==> config.mk <==
export PLATFORM = sky130hd
export DESIGN_NAME = dual_hbridge_kick_ramp_sequencer_flat
export DESIGN_NICKNAME = d
export VERILOG_FILES = /design/src/rtl/dhb_pkg.sv /design/src/rtl/dhb_chan_if.sv /design/src/rtl/dual_hbridge_kick_ramp_sequencer.sv /design/src/rtl/dhb_cfg_regs.sv /design/src/rtl/dhb_seq_core.sv /design/src/rtl/dhb_duty_lut.sv /design/src/flat_wrapper.sv
export SDC_FILE = /design/constraint.sdc
export NUM_CORES = 1
export LEC_CHECK = 0
export BUFFER_PORTS_ARGS = -buffer_cell sky130_fd_sc_hd__buf_4
export CAP_MARGIN = 15
export CORE_ASPECT_RATIO = 1.1
export CORE_MARGIN = 1
export CORE_UTILIZATION = 29
export CTS_BUF_LIST = sky130_fd_sc_hd__clkbuf_8
export CTS_CLUSTER_DIAMETER = 200
export DETAILED_ROUTE_END_ITERATION = 7
export PLACE_DENSITY = 0.54
export SLEW_MARGIN = 5
export SYNTH_ARGS = -nofsm -noshare
export SYNTH_HDL_FRONTEND = slang
export SYNTH_SLANG_ARGS = --single-unit
==> constraint.sdc <==
create_clock -name clk -period 62.7 [get_ports clk]
set_input_delay 12.54 -clock clk [delete_from_list [all_inputs] [get_ports clk]]
set_output_delay 12.54 -clock clk [all_outputs]
set_load 0.005 [all_outputs]
==> src/rtl/dhb_pkg.sv <==
// dhb_pkg: shared types, codes and reset constants for the dual h-bridge sequencer
// no dependencies; every rtl module of the block imports it

package dhb_pkg;

	localparam int SPD_W     = 7;
	localparam int DIR_W     = 2;
	localparam int OP_W      = 2;
	localparam int DUTY_W    = 10;
	localparam int TIMER_W   = 10;
	localparam int STEP_W    = 4;
	localparam int IVL_W     = 8;
	localparam int SETTLE_W  = 8;
	localparam int CFG_IDX_W = 3;
	localparam int CFG_DAT_W = 10;

	localparam int unsigned DUTY_FULL_SCALE_DEF = 999;
	localparam int unsigned PCT_FULL            = 100;
	localparam logic [SPD_W-1:0] SPD_LIMIT      = SPD_W'(PCT_FULL);

	// configuration reset values
	localparam logic [SPD_W-1:0]    KICK_SPEED_RST    = 7'd70;
	localparam logic [TIMER_W-1:0]  KICK_TICKS_RST    = 10'd300;
	localparam logic [STEP_W-1:0]   RAMP_STEP_RST     = 4'd2;
	localparam logic [IVL_W-1:0]    RAMP_INTERVAL_RST = 8'd20;
	localparam logic [SPD_W-1:0]    MIN_SPEED_RST     = 7'd15;
	localparam logic [SPD_W-1:0]    MAX_SPEED_RST     = 7'd85;
	localparam logic [SETTLE_W-1:0] SETTLE_TICKS_RST  = 8'd5;
	localparam logic [TIMER_W-1:0]  REVERSE_PAUSE_RST = 10'd100;

	typedef enum logic [OP_W-1:0] {
		OP_TICK  = 2'd0,
		OP_START = 2'd1,
		OP_STOP  = 2'd2,
		OP_SET   = 2'd3
	} op_t;

	// bit 0 drives pin 1, bit 1 drives pin 2
	typedef enum logic [DIR_W-1:0] {
		DIR_STOP  = 2'd0,
		DIR_FWD   = 2'd1,
		DIR_BACK  = 2'd2,
		DIR_BRAKE = 2'd3
	} dir_t;

	typedef enum logic [CFG_IDX_W-1:0] {
		CFG_KICK_SPEED    = 3'd0,
		CFG_KICK_TICKS    = 3'd1,
		CFG_RAMP_STEP     = 3'd2,
		CFG_RAMP_INTERVAL = 3'd3,
		CFG_MIN_SPEED     = 3'd4,
		CFG_MAX_SPEED     = 3'd5,
		CFG_SETTLE_TICKS  = 3'd6,
		CFG_REVERSE_PAUSE = 3'd7
	} cfg_idx_t;

	typedef enum logic [2:0] {
		PH_IDLE        = 3'd0,
		PH_REV_SETTLE  = 3'd1,
		PH_REV_PAUSE   = 3'd2,
		PH_DIR_SETTLE  = 3'd3,
		PH_KICK        = 3'd4,
		PH_RAMP        = 3'd5,
		PH_STOP_SETTLE = 3'd6,
		PH_SET_SETTLE  = 3'd7
	} phase_t;

	typedef struct packed {
		logic [OP_W-1:0]  op;
		logic [DIR_W-1:0] dir_a;
		logic [DIR_W-1:0] dir_b;
		logic [SPD_W-1:0] speed_a;
		logic [SPD_W-1:0] speed_b;
	} item_t;

	typedef struct packed {
		logic              a_pin1;
		logic              a_pin2;
		logic              b_pin1;
		logic              b_pin2;
		logic [DUTY_W-1:0] duty_a;
		logic [DUTY_W-1:0] duty_b;
		logic              busy_res;
	} result_t;

	typedef struct packed {
		logic [CFG_IDX_W-1:0] index;
		logic [CFG_DAT_W-1:0] data;
	} cfg_wr_t;

	typedef struct packed {
		logic [SPD_W-1:0]    kick_speed;
		logic [TIMER_W-1:0]  kick_ticks;
		logic [STEP_W-1:0]   ramp_step;
		logic [IVL_W-1:0]    ramp_interval;
		logic [SPD_W-1:0]    min_speed;
		logic [SPD_W-1:0]    max_speed;
		logic [SETTLE_W-1:0] settle_ticks;
		logic [TIMER_W-1:0]  reverse_pause;
	} cfg_t;

	typedef struct packed {
		logic [DIR_W-1:0]   dir_a;
		logic [DIR_W-1:0]   dir_b;
		logic [SPD_W-1:0]   spd_a;
		logic [SPD_W-1:0]   spd_b;
		phase_t             phase;
		logic [TIMER_W-1:0] timer;
		logic [SPD_W-1:0]   level;
		logic [SPD_W-1:0]   target;
		logic [SPD_W-1:0]   pend_b;
		logic [2*DIR_W-1:0] pend_dirs;
	} seq_state_t;

endpackage

==> src/rtl/dhb_chan_if.sv <==
// dhb_chan_if: generic valid/ready channel with a typed payload
// no dependencies; payload type is chosen at instantiation

interface dhb_chan_if #(parameter type T = logic) ();
	logic valid;
	logic ready;
	T     payload;

	modport source (output valid, output payload, input ready);
	modport sink (input valid, input payload, output ready);
endinterface

==> src/rtl/dual_hbridge_kick_ramp_sequencer.sv <==
// Dual h-bridge kick-start and ramp sequencer. Every transaction on item (a 1 ms tick or a
// start, stop or direct-set command) yields exactly one transaction on res holding the
// bridge pins, both pwm duties and the busy flag after that item. The block takes one item
// per clock unless res stalls: an input register feeds a single pass of sequencer logic that
// updates the motor state and loads the result register, and a new item may enter while a
// finished result still waits on res. Configuration is written through cfg_wr (always ready)
// and must only be changed while the block is idle.
// depends on dhb_pkg, dhb_chan_if, dhb_cfg_regs, dhb_seq_core, dhb_duty_lut

module dual_hbridge_kick_ramp_sequencer #(
	parameter int unsigned DUTY_FULL_SCALE = dhb_pkg::DUTY_FULL_SCALE_DEF
) (
	input  logic       clk,
	input  logic       arst_n,
	dhb_chan_if.sink   item,
	dhb_chan_if.source res,
	dhb_chan_if.sink   cfg_wr
);
	import dhb_pkg::*;

	cfg_t              cfg;
	item_t             item_s1;
	logic              valid_s1;
	result_t           res_s2;
	logic              valid_s2;
	logic              advance;
	seq_state_t        cur;
	seq_state_t        nxt;
	logic [DUTY_W-1:0] duty_a;
	logic [DUTY_W-1:0] duty_b;

	dhb_cfg_regs u_cfg (
		.clk    (clk),
		.arst_n (arst_n),
		.cfg_wr (cfg_wr),
		.cfg    (cfg)
	);

	assign advance    = !valid_s2 || res.ready;
	assign item.ready = !valid_s1 || advance;

	dhb_seq_core u_core (
		.clk    (clk),
		.arst_n (arst_n),
		.upd    (valid_s1 && advance),
		.item   (item_s1),
		.cfg    (cfg),
		.cur    (cur),
		.nxt    (nxt)
	);

	dhb_duty_lut #(
		.DUTY_FULL_SCALE (DUTY_FULL_SCALE)
	) u_duty (
		.spd_a  (nxt.spd_a),
		.spd_b  (nxt.spd_b),
		.duty_a (duty_a),
		.duty_b (duty_b)
	);

	always_ff @(posedge clk or negedge arst_n) begin
		if (!arst_n) begin
			valid_s1 <= 1'b0;
			valid_s2 <= 1'b0;
		end else begin
			if (item.ready) valid_s1 <= item.valid;
			if (advance) valid_s2 <= valid_s1;
		end
	end

	always_ff @(posedge clk) begin
		if (item.valid && item.ready) item_s1 <= item.payload;
		if (advance && valid_s1) begin
			res_s2.a_pin1   <= nxt.dir_a[0];
			res_s2.a_pin2   <= nxt.dir_a[1];
			res_s2.b_pin1   <= nxt.dir_b[0];
			res_s2.b_pin2   <= nxt.dir_b[1];
			res_s2.duty_a   <= duty_a;
			res_s2.duty_b   <= duty_b;
			res_s2.busy_res <= (nxt.phase != PH_IDLE);
		end
	end

	assign res.valid   = valid_s2;
	assign res.payload = res_s2;

`ifndef SYNTHESIS
	a_s1_load: assert property (@(posedge clk) disable iff (!arst_n)
		item.valid && item.ready |=> valid_s1)
		else $error("accepted item did not reach the input register");

	a_s2_load: assert property (@(posedge clk) disable iff (!arst_n)
		valid_s1 && advance |=> valid_s2)
		else $error("processed item produced no result");

	a_chain_done: assert property (@(posedge clk) disable iff (!arst_n)
		cur.phase == PH_IDLE || cur.timer != '0)
		else $error("sequencer left an expired phase pending");
`endif

endmodule

==> src/rtl/dhb_cfg_regs.sv <==
// dhb_cfg_regs: configuration register file written through the cfg channel
// depends on dhb_pkg and dhb_chan_if

module dhb_cfg_regs (
	input  logic          clk,
	input  logic          arst_n,
	dhb_chan_if.sink      cfg_wr,
	output dhb_pkg::cfg_t cfg
);
	import dhb_pkg::*;

	cfg_t cfg_q;
	logic wr_en;

	assign cfg_wr.ready = 1'b1;
	assign wr_en        = cfg_wr.valid && cfg_wr.ready;
	assign cfg          = cfg_q;

	always_ff @(posedge clk or negedge arst_n) begin
		if (!arst_n) begin
			cfg_q.kick_speed    <= KICK_SPEED_RST;
			cfg_q.kick_ticks    <= KICK_TICKS_RST;
			cfg_q.ramp_step     <= RAMP_STEP_RST;
			cfg_q.ramp_interval <= RAMP_INTERVAL_RST;
			cfg_q.min_speed     <= MIN_SPEED_RST;
			cfg_q.max_speed     <= MAX_SPEED_RST;
			cfg_q.settle_ticks  <= SETTLE_TICKS_RST;
			cfg_q.reverse_pause <= REVERSE_PAUSE_RST;
		end else if (wr_en) begin
			unique case (cfg_wr.payload.index)
				CFG_KICK_SPEED:    cfg_q.kick_speed    <= cfg_wr.payload.data[SPD_W-1:0];
				CFG_KICK_TICKS:    cfg_q.kick_ticks    <= cfg_wr.payload.data[TIMER_W-1:0];
				CFG_RAMP_STEP:     cfg_q.ramp_step     <= cfg_wr.payload.data[STEP_W-1:0];
				CFG_RAMP_INTERVAL: cfg_q.ramp_interval <= cfg_wr.payload.data[IVL_W-1:0];
				CFG_MIN_SPEED:     cfg_q.min_speed     <= cfg_wr.payload.data[SPD_W-1:0];
				CFG_MAX_SPEED:     cfg_q.max_speed     <= cfg_wr.payload.data[SPD_W-1:0];
				CFG_SETTLE_TICKS:  cfg_q.settle_ticks  <= cfg_wr.payload.data[SETTLE_W-1:0];
				CFG_REVERSE_PAUSE: cfg_q.reverse_pause <= cfg_wr.payload.data[TIMER_W-1:0];
			endcase
		end
	end

endmodule

==> src/rtl/dhb_seq_core.sv <==
// dhb_seq_core: sequencer state register and per-transaction next-state logic
// depends on dhb_pkg

module dhb_seq_core (
	input  logic                clk,
	input  logic                arst_n,
	input  logic                upd,
	input  dhb_pkg::item_t      item,
	input  dhb_pkg::cfg_t       cfg,
	output dhb_pkg::seq_state_t cur,
	output dhb_pkg::seq_state_t nxt
);
	import dhb_pkg::*;

	// deepest chain of zero-length phases: rev settle, rev pause, dir settle, kick
	localparam int CHAIN_DEPTH = 4;

	seq_state_t st_q;
	seq_state_t st_d;

	function automatic logic [SPD_W-1:0] clamp_spd(logic [SPD_W-1:0] s, cfg_t c);
		logic [SPD_W-1:0] r;
		r = s;
		if (r > SPD_LIMIT) r = SPD_LIMIT;
		if (r != '0 && r < c.min_speed) r = c.min_speed;
		if (r > c.max_speed) r = c.max_speed;
		return r;
	endfunction

	function automatic seq_state_t end_phase(seq_state_t s, cfg_t c);
		seq_state_t        r;
		logic [STEP_W-1:0] st;
		logic [IVL_W-1:0]  ivl;
		logic [SPD_W-1:0]  lv;
		logic [SPD_W-1:0]  st_x;
		r    = s;
		st   = (c.ramp_step == '0) ? STEP_W'(1) : c.ramp_step;
		ivl  = (c.ramp_interval == '0) ? IVL_W'(1) : c.ramp_interval;
		st_x = {{(SPD_W-STEP_W){1'b0}}, st};
		lv   = s.level;
		unique case (s.phase)
			PH_REV_SETTLE: begin
				r.dir_a = DIR_STOP;
				r.dir_b = DIR_STOP;
				r.timer = c.reverse_pause;
				r.phase = PH_REV_PAUSE;
			end
			PH_REV_PAUSE: begin
				r.dir_a = s.pend_dirs[DIR_W-1:0];
				r.dir_b = s.pend_dirs[2*DIR_W-1:DIR_W];
				r.timer = {{(TIMER_W-SETTLE_W){1'b0}}, c.settle_ticks};
				r.phase = PH_DIR_SETTLE;
			end
			PH_DIR_SETTLE: begin
				r.spd_a = clamp_spd(c.kick_speed, c);
				r.spd_b = clamp_spd(c.kick_speed, c);
				r.level = c.kick_speed;
				r.timer = c.kick_ticks;
				r.phase = PH_KICK;
			end
			PH_KICK, PH_RAMP: begin
				if (s.level == s.target) begin
					r.phase = PH_IDLE;
				end else begin
					// saturating step toward the target
					if (s.level > s.target)
						lv = (s.level - s.target > st_x) ? s.level - st_x : s.target;
					else
						lv = (s.target - s.level > st_x) ? s.level + st_x : s.target;
					r.level = lv;
					r.spd_a = clamp_spd(lv, c);
					r.spd_b = clamp_spd(lv, c);
					r.timer = {{(TIMER_W-IVL_W){1'b0}}, ivl};
					r.phase = PH_RAMP;
				end
			end
			PH_STOP_SETTLE: begin
				r.dir_a = DIR_STOP;
				r.dir_b = DIR_STOP;
				r.phase = PH_IDLE;
			end
			PH_SET_SETTLE: begin
				r.spd_a = clamp_spd(s.target, c);
				r.spd_b = clamp_spd(s.pend_b, c);
				r.phase = PH_IDLE;
			end
			PH_IDLE: begin
				r.phase = PH_IDLE;
			end
		endcase
		return r;
	endfunction

	function automatic seq_state_t step_item(seq_state_t s, item_t it, cfg_t c);
		seq_state_t          r;
		logic                rev;
		logic [TIMER_W-1:0]  settle;
		r      = s;
		settle = {{(TIMER_W-SETTLE_W){1'b0}}, c.settle_ticks};
		rev    = (s.dir_a != it.dir_a && s.spd_a != '0) ||
		         (s.dir_b != it.dir_b && s.spd_b != '0);
		unique case (it.op)
			OP_TICK: begin
				if (s.phase != PH_IDLE && s.timer != '0) r.timer = s.timer - 1'b1;
			end
			OP_START: begin
				r.target    = it.speed_a;
				r.pend_dirs = {it.dir_b, it.dir_a};
				r.timer     = settle;
				if (rev) begin
					r.spd_a = '0;
					r.spd_b = '0;
					r.phase = PH_REV_SETTLE;
				end else begin
					r.dir_a = it.dir_a;
					r.dir_b = it.dir_b;
					r.phase = PH_DIR_SETTLE;
				end
			end
			OP_STOP: begin
				r.spd_a = '0;
				r.spd_b = '0;
				r.timer = settle;
				r.phase = PH_STOP_SETTLE;
			end
			OP_SET: begin
				r.target    = it.speed_a;
				r.pend_b    = it.speed_b;
				r.pend_dirs = {it.dir_b, it.dir_a};
				r.dir_a     = it.dir_a;
				r.dir_b     = it.dir_b;
				r.timer     = settle;
				r.phase     = PH_SET_SETTLE;
			end
		endcase
		// phases whose wait has run out end within the same transaction
		for (int i = 0; i < CHAIN_DEPTH; i++) begin
			if (r.phase != PH_IDLE && r.timer == '0) r = end_phase(r, c);
		end
		return r;
	endfunction

	always_comb begin
		st_d = st_q;
		if (upd) st_d = step_item(st_q, item, cfg);
	end

	always_ff @(posedge clk or negedge arst_n) begin
		if (!arst_n) begin
			st_q.dir_a     <= DIR_STOP;
			st_q.dir_b     <= DIR_STOP;
			st_q.spd_a     <= '0;
			st_q.spd_b     <= '0;
			st_q.phase     <= PH_IDLE;
			st_q.timer     <= '0;
			st_q.level     <= '0;
			st_q.target    <= '0;
			st_q.pend_b    <= '0;
			st_q.pend_dirs <= '0;
		end else begin
			st_q <= st_d;
		end
	end

	assign cur = st_q;
	assign nxt = st_d;

endmodule

==> src/rtl/dhb_duty_lut.sv <==
// dhb_duty_lut: percent speed to pwm duty through a constant table
// depends on dhb_pkg; table contents follow the full-scale parameter

module dhb_duty_lut #(
	parameter int unsigned DUTY_FULL_SCALE = dhb_pkg::DUTY_FULL_SCALE_DEF
) (
	input  logic [dhb_pkg::SPD_W-1:0]  spd_a,
	input  logic [dhb_pkg::SPD_W-1:0]  spd_b,
	output logic [dhb_pkg::DUTY_W-1:0] duty_a,
	output logic [dhb_pkg::DUTY_W-1:0] duty_b
);
	import dhb_pkg::*;

	localparam int LUT_N = 1 << SPD_W;

	logic [DUTY_W-1:0] lut [LUT_N];

	// entries are elaboration constants; high bits beyond the duty field drop off
	for (genvar i = 0; i < LUT_N; i++) begin : g_lut
		assign lut[i] = DUTY_W'((i * DUTY_FULL_SCALE) / PCT_FULL);
	end

	assign duty_a = lut[spd_a];
	assign duty_b = lut[spd_b];

endmodule

==> src/flat_wrapper.sv <==
// flat-port wrapper written by rule: the top's interface ports become plain ports
module dual_hbridge_kick_ramp_sequencer_flat import dhb_pkg::*;
#(
	parameter int unsigned DUTY_FULL_SCALE = dhb_pkg::DUTY_FULL_SCALE_DEF
)
  (clk, arst_n, item_valid, item_payload, item_ready, res_valid, res_payload, res_ready, cfg_wr_valid, cfg_wr_payload, cfg_wr_ready);
  dhb_chan_if #(.T(item_t)) item_i ();
  dhb_chan_if #(.T(result_t)) res_i ();
  dhb_chan_if #(.T(cfg_wr_t)) cfg_wr_i ();
  input  logic clk;
  input  logic arst_n;
  input wire logic [$bits(item_i.valid)-1:0] item_valid;
  input wire logic [$bits(item_i.payload)-1:0] item_payload;
  output wire logic [$bits(item_i.ready)-1:0] item_ready;
  output wire logic [$bits(res_i.valid)-1:0] res_valid;
  output wire logic [$bits(res_i.payload)-1:0] res_payload;
  input wire logic [$bits(res_i.ready)-1:0] res_ready;
  input wire logic [$bits(cfg_wr_i.valid)-1:0] cfg_wr_valid;
  input wire logic [$bits(cfg_wr_i.payload)-1:0] cfg_wr_payload;
  output wire logic [$bits(cfg_wr_i.ready)-1:0] cfg_wr_ready;
  assign item_i.valid = item_valid;
  assign item_i.payload = item_payload;
  assign item_ready = item_i.ready;
  assign res_valid = res_i.valid;
  assign res_payload = res_i.payload;
  assign res_i.ready = res_ready;
  assign cfg_wr_i.valid = cfg_wr_valid;
  assign cfg_wr_i.payload = cfg_wr_payload;
  assign cfg_wr_ready = cfg_wr_i.ready;
  dual_hbridge_kick_ramp_sequencer #(.DUTY_FULL_SCALE(DUTY_FULL_SCALE)) u_core (.clk(clk), .arst_n(arst_n), .item(item_i), .res(res_i), .cfg_wr(cfg_wr_i));
endmodule
==> results of run 1 <==
## through the flow
stage	worst slack (ns)	std cells
after floorplan	37.45	2548
after global placement	37.18	3486
after detailed placement	37.18	3486
after CTS	37.18	3518
after global routing	37.15	3521
final	37.18	3521
## placed cells by master, fill, tap and decap left out, drive strengths merged, types with 28 or more instances in the layout
cell type,netlist,routed
inv,145,152
ha,220,220
nor2,199,199
nor3,61,61
a21oi,194,194
nand3,36,36
nand2b,36,36
o21ai,187,187
mux2,98,98
edfxtp,45,45
a31oi,31,31
buf,25,121
a21o,58,58
nand2,241,241
o211ai,34,34
nor2b,37,37
dfrtp,96,96
mux2i,53,53
xnor2,39,39
o31ai,28,28
a22oi,37,37
and2,31,31
## sequential cells by signal (all words and copies together) (netlist names)
register and cells:
u_core.valid_s1 1, u_core.u_core.cur 56, u_core.res.payload 25, u_core.u_cfg.cfg 61, u_core.res.valid 1, u_core.item_s1 20
## layout make-up
| cell class | instances | area, sq um | share of cell area (%) |
|---|---|---|---|
| Inverter | 152 | 576 | 2.53 |
| Antenna cell | 1 | 2.50 | 0.0110 |
| Clock buffer | 17 | 234 | 1.03 |
| Tap cell | 936 | 1170 | 5.15 |
| Clock inverter | 15 | 191 | 0.841 |
| Sequential cell | 164 | 4360 | 19.2 |
| Multi-Input combinational cell | 2115 | 15300 | 67.3 |
| Timing Repair Buffer | 121 | 910 | 4.00 |
## worst max-delay path by stage
stage	slack, ns	depth (start not counted)	from	endpoint
2_1_floorplan	37.45	1	res_ready	item_ready
3_3_place_gp	37.18	3	res_ready	item_ready
3_5_place_dp	37.18	3	res_ready	item_ready
4_1_cts	37.18	3	res_ready	item_ready
5_1_grt	37.15	3	res_ready	item_ready
6_report	37.18	3	res_ready	item_ready
## cells by family after synthesis
group	count (synthesis)	synth area share [%]
flip-flops	164	21.1
buffers and inverters	269	5.15
multiplexers	151	7.90
XOR/XNOR	53	2.24
AND/OR/NAND/NOR	783	18.6
AO/OA/AOI/OAI	892	30.3
other	1	0.0181
adder cells (fa/ha/maj)	235	14.8
## metal layers
metal  GRT usage (%)  vias up  wire (um)
met5               0        -         10
met2            36.3      888      37000
met1            28.4     9867      35000
li1                -     9624          -
met4            12.0        2       4460
met3            2.88      227       5450
## critical path: cells and delay by family
family | cells | cell delay (ns)
and+or+nand+nor | 1 | 0.18
buffers and inverters | 2 | 0.26
==> results.py, run 1 <==
metrics = {
    "yosys": {
        "synth_seq_cells": 164,
        "synthMostInstantiatedCell": "nand2_1",
        "synth_seq_area_share_pct": 21.1,
        "synth.top_cells.by_area": "ha_1 (13%), dfrtp_1 (12%), edfxtp_1 (6.5%)",
        "netlist_area_sq_um": 20700,
        "synth-async-reset-ratio_pct": 72.6,
        "post_synth_edffs": 45,
        "synthDistinctLibCells": 118,
        "post-synth-top-area-cell": "ha_1",
        "netlist.area_leader.share_pct": 13.3,
        "synth-warning-count": 0,
        "ys_top_cells_by_count": "nand2_1 (240), ha_1 (220), nor2_1 (198), a21oi_1 (191), o21ai_0 (177)",
        "synth_nets": 2821,
        "mapped_avg_cell_area_sq_um": 8.12,
        "synth_cells": 2548,
        "dominantRegCellSynth": "dfrtp_1",
    },
    "floorplan": {
        "die_h_um": 282,
        "core_area_sq_um": 70400,
        "floorplan.die_area_sq_um": 72400,
        "ios": 66,
        "floorplan.die.width_um": 257,
        "initial_utilization_pct": 29.4,
        "placementRows": 102,
    },
    "routing": {
        "route.final.wire_length_mm": 81.9,
        "drt_pre_antenna_iters": 6,
        "ant_nets": 0,
        "route.detailed.drc": 0,
        "dr.first_iter.drc_count": 2104,
        "route.vias.total": 20600,
        "routed_wire_length_per_instance_um": 23.3,
        "average_vias_per_placed_instance": 5.85,
    },
    "clocking": {
        "numCtsBuffers": 17,
        "cts-resized-gates": 0,
        "htree_num_levels": 4,
        "cts_max_path_buffers": 2,
        "worstSkewPairLatency_ns": 0.53,
        "tritoncts": "yes",
        "cts.root.buffer_cell": "clkbuf_8",
        "post_cts_hold_buffer_count": 0,
        "cts.sink_count": 164,
        "path_clk_slew_ns": 0.10,
        "post-cts-setup-buffer-count": 0,
    },
    "setup_path": {
        "r2r_cell_count": 86,
        "worst_ep_arrival_time_ns": 12.98,
        "cp_common_cell": "buf_4",
        "timing.critical_path.slowest_cell_delay_ns": 0.18,
        "startpoint_of_the_worst_register_to_register_path": "u_core.item_s1[19]",
        "timing.reg2reg.setup_slack_ns": 38.76,
        "path_class": "primary input to output pin",
        "path_cells": "buf_4, nand3b_1, buf_4",
        "worst_path_max_delay_cell": "nand3b_1",
        "worst_setup_path_end_kind": "output pin",
        "critPathMaxFanout": 3,
        "critical_path.startpoint_type": "primary input",
        "reg2reg_to": "u_core.res.payload[18]",
        "crit_required_ns": 50.16,
    },
    "placed_design": {
        "dpl.hpwl_mm": 63.6,
        "dpl-instance-area_sq_um": 22300,
        "io_buffer_count": 64,
        "gp_weighted_congestion": 0.962,
    },
    "global_route": {
        "via_count_of_the_first_global_routing_pass": 19700,
        "antenna_found_initial": 2,
        "maximum_number_of_pins_on_one_net_before_global_route_repair": 73,
        "grt_use_total_pct": 22.2,
        "grt_first_pass_wirelength_mm": 123,
        "grt_overflow_total": 0,
    },
    "sta": {
        "skew_ns": 0.0266,
        "finalCriticalPeriod_ns": 25.52,
        "worstMarginPinSlew_ns": 1.21,
        "rsz_0062_raised_after_global_routing": "no",
        "slew_viol_final": 0,
        "max-slew-margin-rel_pct": 18.9,
        "setup_viol": 0,
        "hold_slack_ns": 0.480,
        "fmaxAchievable_ghz": 0.0392,
        "timing_hold_violations_final": 0,
        "timing.final.crit_share_pct": 40.7,
        "fin_tns_setup_ns": 0,
    },
    "layout": {
        "layout.core_utilization_pct": 32.3,
        "drive_gt1_share_pct": 14.2,
        "areaGrowthSynthToFinish_pct": 9.93,
        "finalInstanceArea_sq_um": 22800,
        "fillers": 7547,
        "finish.net_count": 2844,
    },
    "min_path": {
        "hold_critical_path_depth": 2,
        "hold_end": "u_core.u_core.cur[11]",
        "worst_hold_path_type": "flop to flop",
        "min_from": "u_core.u_core.cur[11]",
    },
    "run_status": {
        "outcome": "complete, no violations",
    },
    "job": {
        "maxCapViolCount": 0,
    },
}
Power of run 1 is not shown: default switching activity piles up to over one toggle a cycle in this logic, so the estimate is an artifact.
==> run 2, diff against run 1 <==
- ABC_AREA: unset -> 1
- PLACE_DENSITY: 0.54 -> 0.56
- clock period: 62.7 -> 21.8 ns (I/O delays scaled with it)
==> run 2 against run 1 <==
Effect of this change:
- final cell count rose by 15%
- highest routed layer is now met4
- critical endpoint is now u_core.res.payload[8]
- die area fell by 1.9%
- largest cell class unchanged
- non-clock buffer count fell by 42
==> results.py, run 2 <==
metrics = {
    "yosys": {
        "synth-warning-count": 0,
        "synth.top_cells.by_area": "nand2_1 (16%), ha_1 (14%), dfrtp_1 (12%)",
        "post-synth-top-area-cell": "nand2_1",
        "ys_top_cells_by_count": "nand2_1 (841), inv_1 (352), o21ai_0 (280), nor2_1 (240), a21oi_1 (227)",
        "synth_nets": 3370,
        "synth_seq_cells": 164,
        "post_synth_edffs": 45,
        "synthDistinctLibCells": 74,
        "synth_cells": 3097,
        "netlist_area_sq_um": 20300,
        "mapped_avg_cell_area_sq_um": 6.55,
        "synth-async-reset-ratio_pct": 72.6,
        "synth_seq_area_share_pct": 21.5,
        "dominantRegCellSynth": "dfrtp_1",
        "synthMostInstantiatedCell": "nand2_1",
        "netlist.area_leader.share_pct": 15.6,
    },
    "clocking": {
        "cts.root.buffer_cell": "clkbuf_8",
        "path_clk_slew_ns": 0.10,
        "cts.sink_count": 164,
        "tritoncts": "yes",
        "htree_num_levels": 4,
        "numCtsBuffers": 17,
        "post_cts_hold_buffer_count": 0,
        "cts_max_path_buffers": 2,
        "worstSkewPairLatency_ns": 0.54,
    },
    "sta": {
        "finalCriticalPeriod_ns": 19.83,
        "max-slew-margin-rel_pct": 26.1,
        "slew_viol_final": 0,
        "fin_ws_ns": 1.97,
        "fmaxAchievable_ghz": 0.0504,
        "timing_hold_violations_final": 0,
        "setup_viol": 0,
        "skew_ns": 0.0364,
        "fin_tns_setup_ns": 0,
        "timing.final.crit_share_pct": 91.0,
        "rsz_0062_raised_after_global_routing": "no",
        "worstMarginPinSlew_ns": 1.10,
    },
    "global_route": {
        "grt_overflow_total": 0,
        "via_count_of_the_first_global_routing_pass": 20100,
        "maximum_number_of_pins_on_one_net_before_global_route_repair": 75,
        "grt_first_pass_wirelength_mm": 119,
        "grt_use_total_pct": 21.8,
        "antenna_found_initial": 1,
    },
    "setup_path": {
        "worst_setup_path_end_kind": "flop",
        "critPathMaxFanout": 12,
        "critical_path.startpoint_type": "flop",
        "worst_ep_arrival_time_ns": 20.11,
        "timing.critical_path.slowest_cell_delay_ns": 0.48,
        "critPathBufInv": 16,
        "worst_path_max_delay_cell": "o31ai_1",
        "crit_required_ns": 22.08,
        "cp_common_cell": "nand2_1",
        "path_class": "flop to flop",
        "cp_top_family": "compound AO/OA/AOI/OAI gates",
    },
    "floorplan": {
        "floorplan.die_area_sq_um": 71000,
        "placementRows": 101,
        "initial_utilization_pct": 29.4,
        "core_area_sq_um": 69100,
        "die_h_um": 279,
        "ios": 66,
        "floorplan.die.width_um": 254,
    },
    "layout": {
        "finalInstanceArea_sq_um": 22200,
        "number_of_flip_flops_under_the_largest_register_name": 61,
        "post_layout_nonfiller_instances": 4058,
        "finish.net_count": 3390,
        "areaGrowthSynthToFinish_pct": 9.23,
        "mostFrequentLayoutCells": "nand2_1 (840), inv_1 (351), o21ai_0 (277), nor2_1 (240), a21oi_1 (227)",
        "final_common_cell": "nand2_1",
        "drive_gt1_share_pct": 9.23,
    },
    "placed_design": {
        "numPlacedInstances": 4025,
        "dpl.hpwl_mm": 60.7,
        "gp_weighted_congestion": 0.991,
        "placement.setup.worst_slack_ns": 1.32,
        "io_buffer_count": 64,
        "dpl-instance-area_sq_um": 21700,
    },
    "routing": {
        "dr.first_iter.drc_count": 2011,
        "route.final.wire_length_mm": 77.4,
        "average_vias_per_placed_instance": 5.23,
        "routed_wire_length_per_instance_um": 19.1,
        "route.detailed.drc": 0,
        "route.vias.total": 21200,
        "ant_nets": 0,
        "drt_pre_antenna_iters": 6,
    },
    "job": {
        "maxCapViolCount": 0,
    },
    "run_status": {
        "outcome": "complete, no violations",
    },
    "min_path": {
        "worst_hold_path_type": "flop to flop",
    },
}
[run 2: metal layers]
layer | part of all wire, % | up-vias | routed length (um) | track usage [%]
met3 | 5.9 | 193 | 4570 | 2.42
met4 | 5.5 | 0 | 4280 | 11.3
met1 | 43 | 9834 | 33600 | 28.2
met5 | 0 | - | 0 | 0
met2 | 45 | 798 | 34900 | 35.4
li1 | - | 10400 | - | -
[run 2: cell families (layout without fill, tap and decap cells)]
kind of cell / after synthesis / after routing / share of synthesized area, %
other: 1 / 2 / 0.0185
buffers and inverters: 483 / 516 / 9.28
XOR/XNOR: 59 / 59 / 2.55
multiplexers: 6 / 6 / 0.296
adder cells (fa/ha/maj): 235 / 235 / 15.0
AND/OR/NAND/NOR: 1403 / 1403 / 29.8
AO/OA/AOI/OAI: 746 / 746 / 21.6
flip-flops: 164 / 164 / 21.5
[run 2: per-stage QoR]
step           util (%)  hold WS [ns]
3_3_place_gp       31.4         0.464
6_report           32.1         0.490
4_1_cts            32.0         0.497
3_5_place_dp       31.4         0.472
5_1_grt            32.1         0.509
2_1_floorplan         -         0.446
[run 2: cell type report]
type                            instances  area, sq um
Multi-Input combinational cell       2450        14100
Antenna cell                            1         2.50
Sequential cell                       164         4360
Tap cell                              927         1160
Inverter                              405         1530
Timing Repair Buffer                   79          593
Clock buffer                           17          234
Fill cell                            7681        47000
Clock inverter                         15          199
[run 2: worst paths after layout]
| kind | startpoint | end | slack, ns | cells after the start |
|---|---|---|---|---|
| worst max-delay path | u_core.item_s1[19] | u_core.res.payload[8] | 1.97 | 106 |
| worst min-delay path | u_core.u_core.cur[6] | u_core.u_core.cur[6] | 0.49 | 2 |
| worst max register to register | u_core.item_s1[19] | u_core.res.payload[8] | 1.97 | 106 |
| worst min register to register | u_core.u_core.cur[6] | u_core.u_core.cur[6] | 0.49 | 2 |
| max in group asynchronous | arst_n | u_core.u_cfg.cfg[21] | 16.60 | 2 |
| min in group asynchronous | arst_n | u_core.u_core.cur[30] | 3.84 | 1 |
[run 2: timing repair]
item                       4_1_cts  5_1_grt
gates resized for setup          0        9
setup buffers                    0        0
setup endpoints to repair        0       23
[run 2: worst reg2reg max path: cells and delay by family (launching register included)]
kind	cells	cell delay, ns
xor+xnor	2	0.28
fa+ha+maj	13	4.15
buf+inv	16	2.32
compound gates	33	6.61
flops	1	0.44
simple gates	42	5.81
Power of run 2 is left out for the same reason.
